<file path="src/rtl/core/mlpd_pkg.sv">
// Types and constants of the multichannel length-prefixed deframer.
`default_nettype none
package mlpd_pkg;

	localparam int unsigned CH_W   = 6;
	localparam int unsigned BYTE_W = 8;
	localparam int unsigned LEN_W  = 16;
	localparam int unsigned KIND_W = 2;
	localparam int unsigned PH_W   = 3;
	localparam int unsigned ST_W   = 3;

	localparam logic [PH_W-1:0] PH_TYPE  = 3'd0;
	localparam logic [PH_W-1:0] PH_LEN1  = 3'd1;
	localparam logic [PH_W-1:0] PH_LENHI = 3'd2;
	localparam logic [PH_W-1:0] PH_LENLO = 3'd3;
	localparam logic [PH_W-1:0] PH_CODE  = 3'd4;
	localparam logic [PH_W-1:0] PH_BODY  = 3'd5;
	localparam logic [PH_W-1:0] PH_ERR   = 3'd6;

	localparam logic [ST_W-1:0] ST_OK      = 3'd0;
	localparam logic [ST_W-1:0] ST_BADTYPE = 3'd1;
	localparam logic [ST_W-1:0] ST_SHORT   = 3'd2;
	localparam logic [ST_W-1:0] ST_LONG    = 3'd3;
	localparam logic [ST_W-1:0] ST_DISC    = 3'd4;

	localparam logic [BYTE_W-1:0] TYPE_C1 = 8'hC1;
	localparam logic [BYTE_W-1:0] TYPE_C3 = 8'hC3;
	localparam logic [BYTE_W-1:0] TYPE_C2 = 8'hC2;
	localparam logic [BYTE_W-1:0] TYPE_C4 = 8'hC4;

	localparam logic [KIND_W-1:0] KIND_C1 = 2'd0;
	localparam logic [KIND_W-1:0] KIND_C3 = 2'd1;
	localparam logic [KIND_W-1:0] KIND_C2 = 2'd2;
	localparam logic [KIND_W-1:0] KIND_C4 = 2'd3;

	localparam logic [LEN_W-1:0] HDR_SHORT = 16'd3;
	localparam logic [LEN_W-1:0] HDR_LONG  = 16'd4;

	localparam logic [LEN_W-1:0] MAX_LEN_RST = 16'd8192;

	typedef struct packed {
		logic [PH_W-1:0]   phase;
		logic [KIND_W-1:0] kind;
		logic [LEN_W-1:0]  len;
		logic [LEN_W-1:0]  off;
		logic [BYTE_W-1:0] code;
	} chst_t;

	typedef struct packed {
		logic [CH_W-1:0]   ch;
		logic [BYTE_W-1:0] data;
		logic [KIND_W-1:0] kind;
		logic [BYTE_W-1:0] code;
		logic [LEN_W-1:0]  off;
		logic              first;
		logic              last;
		logic [ST_W-1:0]   status;
	} res_t;

endpackage
`default_nettype wire

</file>
<file path="src/rtl/core/mlpd_ram.sv">
// Generic single-write, single-read RAM with registered read data.
`default_nettype none
module mlpd_ram #(
	parameter int unsigned WIDTH = 8,
	parameter int unsigned DEPTH = 64
) (
	input  wire logic                                      clk,
	input  wire logic                                      we,
	input  wire logic [(DEPTH > 1 ? $clog2(DEPTH) : 1)-1:0] waddr,
	input  wire logic [WIDTH-1:0]                          wdata,
	input  wire logic                                      re,
	input  wire logic [(DEPTH > 1 ? $clog2(DEPTH) : 1)-1:0] raddr,
	output logic      [WIDTH-1:0]                          rdata
);

	logic [WIDTH-1:0] mem [DEPTH];

	always_ff @(posedge clk) begin
		if (we) begin
			mem[waddr] <= wdata;
		end
		if (re) begin
			rdata <= mem[raddr];
		end
	end

endmodule
`default_nettype wire

</file>
<file path="src/rtl/core/mlpd_step.sv">
// Per-channel parse step: next channel state and the reported beat.
`default_nettype none
module mlpd_step (
	input  wire logic                         in_range,
	input  wire logic [mlpd_pkg::CH_W-1:0]    ch,
	input  wire logic [mlpd_pkg::BYTE_W-1:0]  data,
	input  wire logic [mlpd_pkg::LEN_W-1:0]   max_len,
	input  wire mlpd_pkg::chst_t              cur,
	output mlpd_pkg::chst_t                   nxt,
	output mlpd_pkg::res_t                    res
);

	logic [mlpd_pkg::LEN_W-1:0]  hdr;
	logic [mlpd_pkg::LEN_W-1:0]  off_inc;
	logic [mlpd_pkg::LEN_W-1:0]  len_full;
	logic                        end_hit;
	logic                        type_ok;
	logic [mlpd_pkg::KIND_W-1:0] type_kind;
	logic [mlpd_pkg::BYTE_W-1:0] code_now;

	always_comb begin
		type_ok   = 1'b1;
		type_kind = mlpd_pkg::KIND_C1;
		case (data)
			mlpd_pkg::TYPE_C1: type_kind = mlpd_pkg::KIND_C1;
			mlpd_pkg::TYPE_C3: type_kind = mlpd_pkg::KIND_C3;
			mlpd_pkg::TYPE_C2: type_kind = mlpd_pkg::KIND_C2;
			mlpd_pkg::TYPE_C4: type_kind = mlpd_pkg::KIND_C4;
			default:           type_ok   = 1'b0;
		endcase
	end

	assign hdr      = cur.kind[1] ? mlpd_pkg::HDR_LONG : mlpd_pkg::HDR_SHORT;
	assign off_inc  = cur.off + 16'd1;
	assign len_full = (cur.phase == mlpd_pkg::PH_LENLO) ? {cur.len[15:8], data}
		: {8'h00, data};
	assign end_hit  = ({1'b0, cur.off} + 17'd1) >= {1'b0, cur.len};
	assign code_now = (cur.phase == mlpd_pkg::PH_CODE) ? data : cur.code;

	always_comb begin
		nxt        = cur;
		res.ch     = ch;
		res.data   = data;
		res.kind   = '0;
		res.code   = '0;
		res.off    = '0;
		res.first  = 1'b0;
		res.last   = 1'b0;
		res.status = mlpd_pkg::ST_DISC;
		if (in_range) begin
			unique case (cur.phase) inside
				mlpd_pkg::PH_TYPE: begin
					if (type_ok) begin
						nxt.kind   = type_kind;
						nxt.code   = '0;
						nxt.len    = '0;
						nxt.off    = 16'd1;
						nxt.phase  = type_kind[1] ? mlpd_pkg::PH_LENHI : mlpd_pkg::PH_LEN1;
						res.kind   = type_kind;
						res.first  = 1'b1;
						res.status = mlpd_pkg::ST_OK;
					end else begin
						nxt.phase  = mlpd_pkg::PH_ERR;
						res.status = mlpd_pkg::ST_BADTYPE;
					end
				end
				mlpd_pkg::PH_LEN1, mlpd_pkg::PH_LENLO: begin
					nxt.len  = len_full;
					nxt.off  = off_inc;
					res.kind = cur.kind;
					res.off  = cur.off;
					if (len_full < hdr) begin
						nxt.phase  = mlpd_pkg::PH_ERR;
						res.status = mlpd_pkg::ST_SHORT;
					end else if (len_full > max_len) begin
						nxt.phase  = mlpd_pkg::PH_ERR;
						res.status = mlpd_pkg::ST_LONG;
					end else begin
						nxt.phase  = mlpd_pkg::PH_CODE;
						res.status = mlpd_pkg::ST_OK;
					end
				end
				mlpd_pkg::PH_LENHI: begin
					nxt.len    = {data, 8'h00};
					nxt.off    = off_inc;
					nxt.phase  = mlpd_pkg::PH_LENLO;
					res.kind   = cur.kind;
					res.off    = cur.off;
					res.status = mlpd_pkg::ST_OK;
				end
				mlpd_pkg::PH_CODE, mlpd_pkg::PH_BODY: begin
					nxt.code   = code_now;
					res.kind   = cur.kind;
					res.code   = code_now;
					res.off    = cur.off;
					res.last   = end_hit;
					res.status = mlpd_pkg::ST_OK;
					if (end_hit) begin
						nxt.phase = mlpd_pkg::PH_TYPE;
						nxt.off   = '0;
					end else begin
						nxt.phase = mlpd_pkg::PH_BODY;
						nxt.off   = off_inc;
					end
				end
				default: begin
					nxt.phase = mlpd_pkg::PH_ERR;
				end
			endcase
		end
	end

endmodule
`default_nettype wire

</file>
<file path="src/rtl/core/multichannel_length_prefixed_deframer.sv">
// Top level of the multichannel length-prefixed deframer.
// Takes one byte per cycle while the output is not stalled, across any mix of
// channels; each accepted byte gives one output beat through the stage-one and
// output registers. Per-channel parse state lives in one RAM of CHANNELS
// entries: the read is issued as a byte is accepted, the updated state is
// written back as that byte leaves stage one, and a byte of the same channel
// right behind takes the written state from a forwarding register. One valid
// flop per entry stands in for the reset value, so no clearing pass runs after
// reset. Channels at or above CHANNELS report status discarded and touch no state.
`default_nettype none
module multichannel_length_prefixed_deframer #(
	parameter int unsigned CHANNELS = 64
) (
	input  wire logic        clk,
	input  wire logic        arst_n,
	input  wire logic        s_tvalid,
	output logic             s_tready,
	input  wire logic [15:0] s_tdata,   // channel[5:0], rx_byte[13:6]
	output logic             m_tvalid,
	input  wire logic        m_tready,
	output logic      [39:0] m_tdata,   // out_channel[5:0], data_byte[13:6],
	                                    // frame_code[21:14], byte_offset[37:22]
	output logic      [5:0]  m_tuser,   // frame_kind[1:0], first_byte[2], status[5:3]
	output logic             m_tlast,   // last_byte
	input  wire logic        cfg_valid,
	output logic             cfg_ready,
	input  wire logic [15:0] cfg_data   // max_frame_len
);

	localparam int unsigned AW = (CHANNELS > 1) ? $clog2(CHANNELS) : 1;
	localparam int unsigned SW = $bits(mlpd_pkg::chst_t);

	logic [mlpd_pkg::CH_W-1:0]   s_ch;
	logic [mlpd_pkg::BYTE_W-1:0] s_byte;
	logic                        accept;
	logic                        adv_s1;
	logic                        we;
	logic [AW-1:0]               waddr;
	logic [AW-1:0]               raddr;
	logic [SW-1:0]               rdata;

	logic [mlpd_pkg::LEN_W-1:0]  max_len_q;
	logic [CHANNELS-1:0]         vld_q;

	logic                        v_s1;
	logic [mlpd_pkg::CH_W-1:0]   ch_s1;
	logic [mlpd_pkg::BYTE_W-1:0] byte_s1;
	logic                        rng_s1;
	logic                        vld_s1;
	logic                        byp_hit_s1;
	mlpd_pkg::chst_t             byp_st_s1;

	mlpd_pkg::chst_t             cur;
	mlpd_pkg::chst_t             nxt;
	mlpd_pkg::res_t              res;

	logic                        m_v_q;
	mlpd_pkg::res_t              m_res_q;

	assign s_ch   = s_tdata[5:0];
	assign s_byte = s_tdata[13:6];

	assign adv_s1   = v_s1 && (!m_v_q || m_tready);
	assign s_tready = !v_s1 || adv_s1;
	assign accept   = s_tvalid && s_tready;

	assign we    = adv_s1 && rng_s1;
	assign waddr = AW'(ch_s1);
	assign raddr = AW'(s_ch);

	mlpd_ram #(
		.WIDTH (SW),
		.DEPTH (CHANNELS)
	) u_state_ram (
		.clk   (clk),
		.we    (we),
		.waddr (waddr),
		.wdata (nxt),
		.re    (accept),
		.raddr (raddr),
		.rdata (rdata)
	);

	always_comb begin
		if (byp_hit_s1) begin
			cur = byp_st_s1;
		end else if (vld_s1) begin
			cur = mlpd_pkg::chst_t'(rdata);
		end else begin
			cur = '0;
		end
	end

	mlpd_step u_step (
		.in_range (rng_s1),
		.ch       (ch_s1),
		.data     (byte_s1),
		.max_len  (max_len_q),
		.cur      (cur),
		.nxt      (nxt),
		.res      (res)
	);

	assign cfg_ready = 1'b1;

	always_ff @(posedge clk or negedge arst_n) begin
		if (!arst_n) begin
			max_len_q <= mlpd_pkg::MAX_LEN_RST;
		end else if (cfg_valid && cfg_ready) begin
			max_len_q <= cfg_data;
		end
	end

	always_ff @(posedge clk or negedge arst_n) begin
		if (!arst_n) begin
			vld_q <= '0;
		end else if (we) begin
			vld_q[waddr] <= 1'b1;
		end
	end

	always_ff @(posedge clk or negedge arst_n) begin
		if (!arst_n) begin
			v_s1       <= 1'b0;
			byp_hit_s1 <= 1'b0;
			vld_s1     <= 1'b0;
			rng_s1     <= 1'b0;
		end else begin
			if (accept) begin
				v_s1       <= 1'b1;
				byp_hit_s1 <= we && (ch_s1 == s_ch);
				vld_s1     <= (11'(s_ch) < 11'(CHANNELS)) ? vld_q[raddr] : 1'b0;
				rng_s1     <= 11'(s_ch) < 11'(CHANNELS);
			end else if (adv_s1) begin
				v_s1 <= 1'b0;
			end
		end
	end

	always_ff @(posedge clk) begin
		if (accept) begin
			ch_s1     <= s_ch;
			byte_s1   <= s_byte;
			byp_st_s1 <= nxt;
		end
	end

	always_ff @(posedge clk or negedge arst_n) begin
		if (!arst_n) begin
			m_v_q <= 1'b0;
		end else if (adv_s1) begin
			m_v_q <= 1'b1;
		end else if (m_tready) begin
			m_v_q <= 1'b0;
		end
	end

	always_ff @(posedge clk) begin
		if (adv_s1) begin
			m_res_q <= res;
		end
	end

	assign m_tvalid = m_v_q;
	assign m_tdata  = {2'b00, m_res_q.off, m_res_q.code, m_res_q.data, m_res_q.ch};
	assign m_tuser  = {m_res_q.status, m_res_q.first, m_res_q.kind};
	assign m_tlast  = m_res_q.last;

endmodule
`default_nettype wire

</file>
<file path="config.mk">
export PLATFORM = sky130hd
export DESIGN_NAME = multichannel_length_prefixed_deframer
export DESIGN_NICKNAME = d
export VERILOG_FILES = /design/src/rtl/core/mlpd_pkg.sv /design/src/rtl/core/mlpd_ram.sv /design/src/rtl/core/mlpd_step.sv /design/src/rtl/core/multichannel_length_prefixed_deframer.sv
export SDC_FILE = /design/constraint.sdc
export NUM_CORES = 2
export LEC_CHECK = 0
export ABC_AREA = 1
export BUFFER_PORTS_ARGS = -buffer_cell sky130_fd_sc_hd__buf_2
export CAP_MARGIN = 20
export CELL_PAD_IN_SITES_DETAIL_PLACEMENT = 0
export CELL_PAD_IN_SITES_GLOBAL_PLACEMENT = 2
export CORE_UTILIZATION = 45
export CTS_CLUSTER_SIZE = 8
export DETAILED_ROUTE_END_ITERATION = 16
export HOLD_SLACK_MARGIN = 0.06
export MAX_ROUTING_LAYER = met4
export PLACE_DENSITY = 0.83
export SLEW_MARGIN = 25
export SYNTH_ARGS = -nofsm -noshare
export SYNTH_HDL_FRONTEND = slang
export SYNTH_SLANG_ARGS = --single-unit
</file>
<file path="constraint.sdc">
create_clock -name clk -period 10.9 [get_ports clk]
set_clock_uncertainty 0.2 [all_clocks]
set_input_delay 1.635 -clock clk [delete_from_list [all_inputs] [get_ports clk]]
set_output_delay 1.635 -clock clk [all_outputs]
set_load 0.01 [all_outputs]
</file>
# == Word-level counts from Yosys, hierarchy flattened ==
# Memory sizes are Yosys's and may differ from the RTL's. A register that Yosys moved wholly into a read port is not among the register bits.
# Index checks and enable logic that the tools add are counted.
# op_classes
n_reduce_logical,21
n_eq_ne,10
bitwise,1
n_addsub,2
order_cmp,6
muxes,37
# ops
operator,n
45-bit two-way mux,3
16-bit case mux with 3 select lines,2
64-bit OR,1
42-bit two-way mux,1
"8-bit == test, second input constant",4
16-bit two-way mux,2
"16-bit by 1-bit adder with 17-bit output, second input constant",1
17-bit by 16-bit greater-or-equal comparator with 1-bit output,1
"16-bit by 1-bit adder with 16-bit output, second input constant",1
16-bit > comparator,1
16-bit less-than comparator,1
8-bit case mux with 2 select lines,1
3-bit two-way mux,5
"6-bit by 7-bit less-than comparator with 1-bit output, second input constant",2
3-bit case mux with 4 select lines,1
1-bit two-way mux,11
2-bit two-way mux,5
3-bit case mux with 3 select lines,1
8-bit two-way mux,1
1-bit binary-select mux with 6-bit select,1
1-bit demux with 6-bit select,1
"3-bit by 2-bit == test with 1-bit output, second input constant",2
"3-bit == test, second input constant",2
6-bit == test,1
14 further kinds,25
# totals
input_bits,37
out_inout_bits,50
regBits,189
elab_cells,100
n_memories,1
ramBits,2880
# memory_table
memory,depth,word_bits,rd,rd_ports_with_merged_regs,wr,line,rtl
u_state_ram.mem,64,45,1,1,1,mlpd_ram.sv:16,logic [WIDTH-1:0] mem [DEPTH];

# == Logic depth before layout (Yosys ltp) ==
# logic_depth
depth_word,9
depth_mapped,30
depth_no_buf,27

# == By module ==
# Synthesis repeated with hierarchy kept, for this count alone.
# hier_totals
cells_unflattened,10576
hier_area_um2,126722.8
# modules_own_cells
mod,area_each_um2,seq_area_each_um2,instances,cells_each
mlpd_ram,116523.0,87834.2,1,9476
multichannel_length_prefixed_deframer,7613.6,5251.3,1,629
mlpd_step,2586.2,0.0,1,471

# == Least setup slack after synthesis ==
# No wires, ideal clock.
# synth_timing
path_type,register -> register
from,reg byp_hit_s1
to,"reg byp_st_s1[44] in the netlist's numbering, data pin"
path_stages_with_launch,29
required_ps,10147
period_less_slack_ps,5553
arrival_ps,4800
n_path_buf,2
path_slack_ps,5347
setup_ps,553
path_cell_list,dfrtp_1 buf_6 nor2_4 buf_6 a22oi_2 inv_2 ha_1 inv_1 nor2_2 nand2_2 nor2_4 nand2_2 nor2_2 xor2_1 inv_1 ha_1 nand2_1 inv_1 nand2_1 nor2_1 a21oi_1 nand2_1 nand2_1 nand2_1 nand2_1 nand2_2 nor2_1 inv_1 a21oi_1
# synth_rtl
item,line,rtl
from (decl),multichannel_length_prefixed_deframer.sv:50,logic byp_hit_s1;
from (signal assigned),multichannel_length_prefixed_deframer.sv:131,byp_hit_s1 <= we && (ch_s1 == s_ch);
to (signal assigned),multichannel_length_prefixed_deframer.sv:144,byp_st_s1 <= nxt;
to (decl),multichannel_length_prefixed_deframer.sv:51,mlpd_pkg::chst_t byp_st_s1;

==> impl_metrics.env <==
export IMPL_crit_family="buffers and inverters"
export IMPL_worst_path_largest_cell_delay_ns=0.53
export IMPL_drc=0
export IMPL_yosys_warnings=0
export IMPL_die_area_um2=278000
export IMPL_ios=87
export IMPL_routedWlPerCell_um=27.9
export IMPL_synth_top_family_by_area="compound AO/OA/AOI/OAI gates"
export IMPL_grt_pass1_vias=78000
export IMPL_port_buffers=81
export IMPL_min_period_over_period=0.528
export IMPL_grt_overflow=0
export IMPL_report_final_slew_viol_count=0
export IMPL_r2r_start="byp_hit_s1$_DFFE_PN0P_"
export IMPL_critPathKind="reg -> reg"
export IMPL_crit_top_cell="nand2_1"
export IMPL_routed_wl_um=374000
export IMPL_slew_headroom=0.0819
export IMPL_routabilityCongestion=0.843
export IMPL_start_kind="register"
export IMPL_initial_utilization=0.453
export IMPL_clkTransAtPathRegs_ns=0.05
export IMPL_setup_tns_ns=0
export IMPL_fmax_mhz=174
export IMPL_grt_max_degree=209
export IMPL_cpMaxStageDelayCell="buf_4"
export IMPL_nets=9796
export IMPL_cp_max_fo=65
export IMPL_ys_types=50
export IMPL_power_density_nw_per_um2=202
export IMPL_hp_class="reg -> reg"
export IMPL_min_path_cells=1
export IMPL_synth_most_common_cell="edfxtp_1"
export IMPL_die_w_um=527
export IMPL_coreArea_um2=274000
export IMPL_synthAdderAreaFrac=0.00353
export IMPL_setup_ws_ns=5.15
export IMPL_dpl_hpwl_um=186000
export IMPL_ys_seq_elements=3114
export IMPL_grt_use_total=0.273
export IMPL_drive_above_1_share=0.0992
export IMPL_synthesis_instances=9671
export IMPL_regToRegSetupSlack_ns=5.15
export IMPL_synthArstFlopShare=0.0273
export IMPL_rsz0062_at_grt="false"
export IMPL_outcome="complete, no violations"
export IMPL_clock_path_buffers=4
export IMPL_crit_required_ns=11.27
export IMPL_synthXorXnorAreaFrac=0.000848
export IMPL_synth_top_area_frac=0.734
export IMPL_hp_start="vld_q[34]$_DFFE_PN0P_"
export IMPL_synthTopCellsByArea="edfxtp_1, o21ai_0, nor2_1, o22ai_1, nand2_1"
export IMPL_area_growth_pct=13.2
export IMPL_num_vias=81500
export IMPL_ctsResizeCount=0
export IMPL_cts_tree="done"
export IMPL_dieHeight_um=527
export IMPL_drt_first_pass_iters=7
export IMPL_synth_flop_cell="edfxtp_1"
export IMPL_cts_buffers=431
export IMPL_yosysSeqAreaShare=0.751
export IMPL_cts_root_buf="clkbuf_16"
export IMPL_fp_row_count=192
export IMPL_ant_nets=0
export IMPL_rr_worst_depth=29
export IMPL_ctsHoldBuffers=0
export IMPL_synth_edff_count=3029
export IMPL_min_period_ns=5.75
export IMPL_cts_sinks=3114
export IMPL_p_total_mw=28.3
export IMPL_arrival_ns=6.13
export IMPL_synth_simple_area_share=0.107
export IMPL_final_util=0.512
export IMPL_hold_end="vld_q[34]$_DFFE_PN0P_"
export IMPL_worst_pin_slew_ns=1.38
export IMPL_clk_insertion_delay_late_ns=0.95
export IMPL_antenna_found_initial=13
export IMPL_syn_area_um2=124000
export IMPL_synth_mux_area_frac=0.0000909
export IMPL_r2r_end="u_state_ram.mem[31][16]$_DFFE_PP_"
export IMPL_drtIter0Drc=9550
export IMPL_pre_cts_ws_ns=4.99
export IMPL_synth_top_area_cell="edfxtp_1"
export IMPL_cap_viol_max_count=0
export IMPL_vias_per_cell=6.07
export IMPL_htree_levels=5
export IMPL_crit_path_end_kind="register"
export IMPL_critical_path_buf_inv_count=7
export IMPL_peakVddDrop_v=0.000134
export IMPL_synth_compound_area_frac=0.109
export IMPL_placed_area_um2=129000
export IMPL_synth_area_per_cell_um2=12.8
export IMPL_hold_violations=0
export IMPL_setup_viol=0
export IMPL_power_leakage_nw=46.7
export IMPL_synthTopCellsByCount="edfxtp_1, nor2_1, o21ai_0"
export IMPL_cts_setup_buffers=0
export IMPL_fin_area_um2=140000
export IMPL_grt_pass1_wl_um=538000
==> worst max path at each step <==
stage	startpoint	to	slack, ns	cells after the start
final	byp_hit_s1$_DFFE_PN0P_	u_state_ram.mem[31][16]$_DFFE_PP_	5.15	29
after global placement	m_tready	u_state_ram.mem[1][6]$_DFFE_PP_	4.65	8
after CTS	byp_hit_s1$_DFFE_PN0P_	u_state_ram.mem[1][15]$_DFFE_PP_	4.97	28
after floorplan	byp_hit_s1$_DFFE_PN0P_	byp_st_s1[44]$_DFFE_PP_	5.35	28
after global routing	byp_hit_s1$_DFFE_PN0P_	u_state_ram.mem[7][12]$_DFFE_PP_	4.78	29
after detailed placement	byp_hit_s1$_DFFE_PN0P_	u_state_ram.mem[13][15]$_DFFE_PP_	4.99	28
==> power by group <==
group          internal [mW]  switching [mW]
Sequential              14.0          0.0875
Clock                   7.07            4.67
Combinational          0.535            1.93
Total                   21.6            6.68
==> final cells by class <==
| cell class | instances | area, µm² |
|---|---|---|
| Fill cell | 23000 | 134000 |
| Antenna cell | 19 | 47.5 |
| Inverter | 138 | 574 |
| Timing Repair Buffer | 286 | 2490 |
| Tap cell | 3589 | 4490 |
| Clock inverter | 11 | 151 |
| Sequential cell | 3114 | 93100 |
| Clock buffer | 527 | 11300 |
| Multi-Input combinational cell | 5753 | 28300 |
==> metal layers <==
layer | track usage | routed length [µm]
met2 | 0.435 | 179000
met5 | - | 0
met1 | 0.366 | 154000
met4 | 0.0757 | 9560
met3 | 0.0371 | 32200
==> state kept, by name, summed over array words and instances, names as in the netlist <==
name and cells:
m_tvalid 1, max_len_q 16, v_s1 1, u_state_ram.rdata 45, byp_hit_s1 1, m_tlast 1, vld_s1 1, byp_st_s1 45
ch_s1 6, u_state_ram.mem 2880, m_tuser 6, byte_s1 8, m_tdata 38, rng_s1 1, vld_q 64
==> cells in the final DEF, fill, tap and decap left out, drive strengths merged, types with 15 or more instances in the layout <==
cell       n
diode     19
a22oi     23
clkbuf   527
inv      142
o22ai    781
buf      286
ha        35
a21oi     50
o21ai   1596
or2       82
nand2    885
nor2    1680
edfxtp  3029
and2      28
nand3    533
nand4     15
dfrtp     84
==> metrics by stage <==
| stage | std cells | hold slack (ns) |
|---|---|---|
| after floorplan | 9672 | 0.234 |
| after global placement | 12900 | 0.245 |
| after detailed placement | 12900 | 0.248 |
| after CTS | 13400 | 0.260 |
| after global routing | 13400 | 0.267 |
| final | 13400 | 0.258 |
==> logic make-up after synthesis <==
kind of cell,after synthesis
xor+xnor,12
buf+inv,805
simple gates,3235
mux,1
fa+ha+maj,35
compound gates,2467
other cells,2
flops,3114
Power figures use the tool's default switching activity.
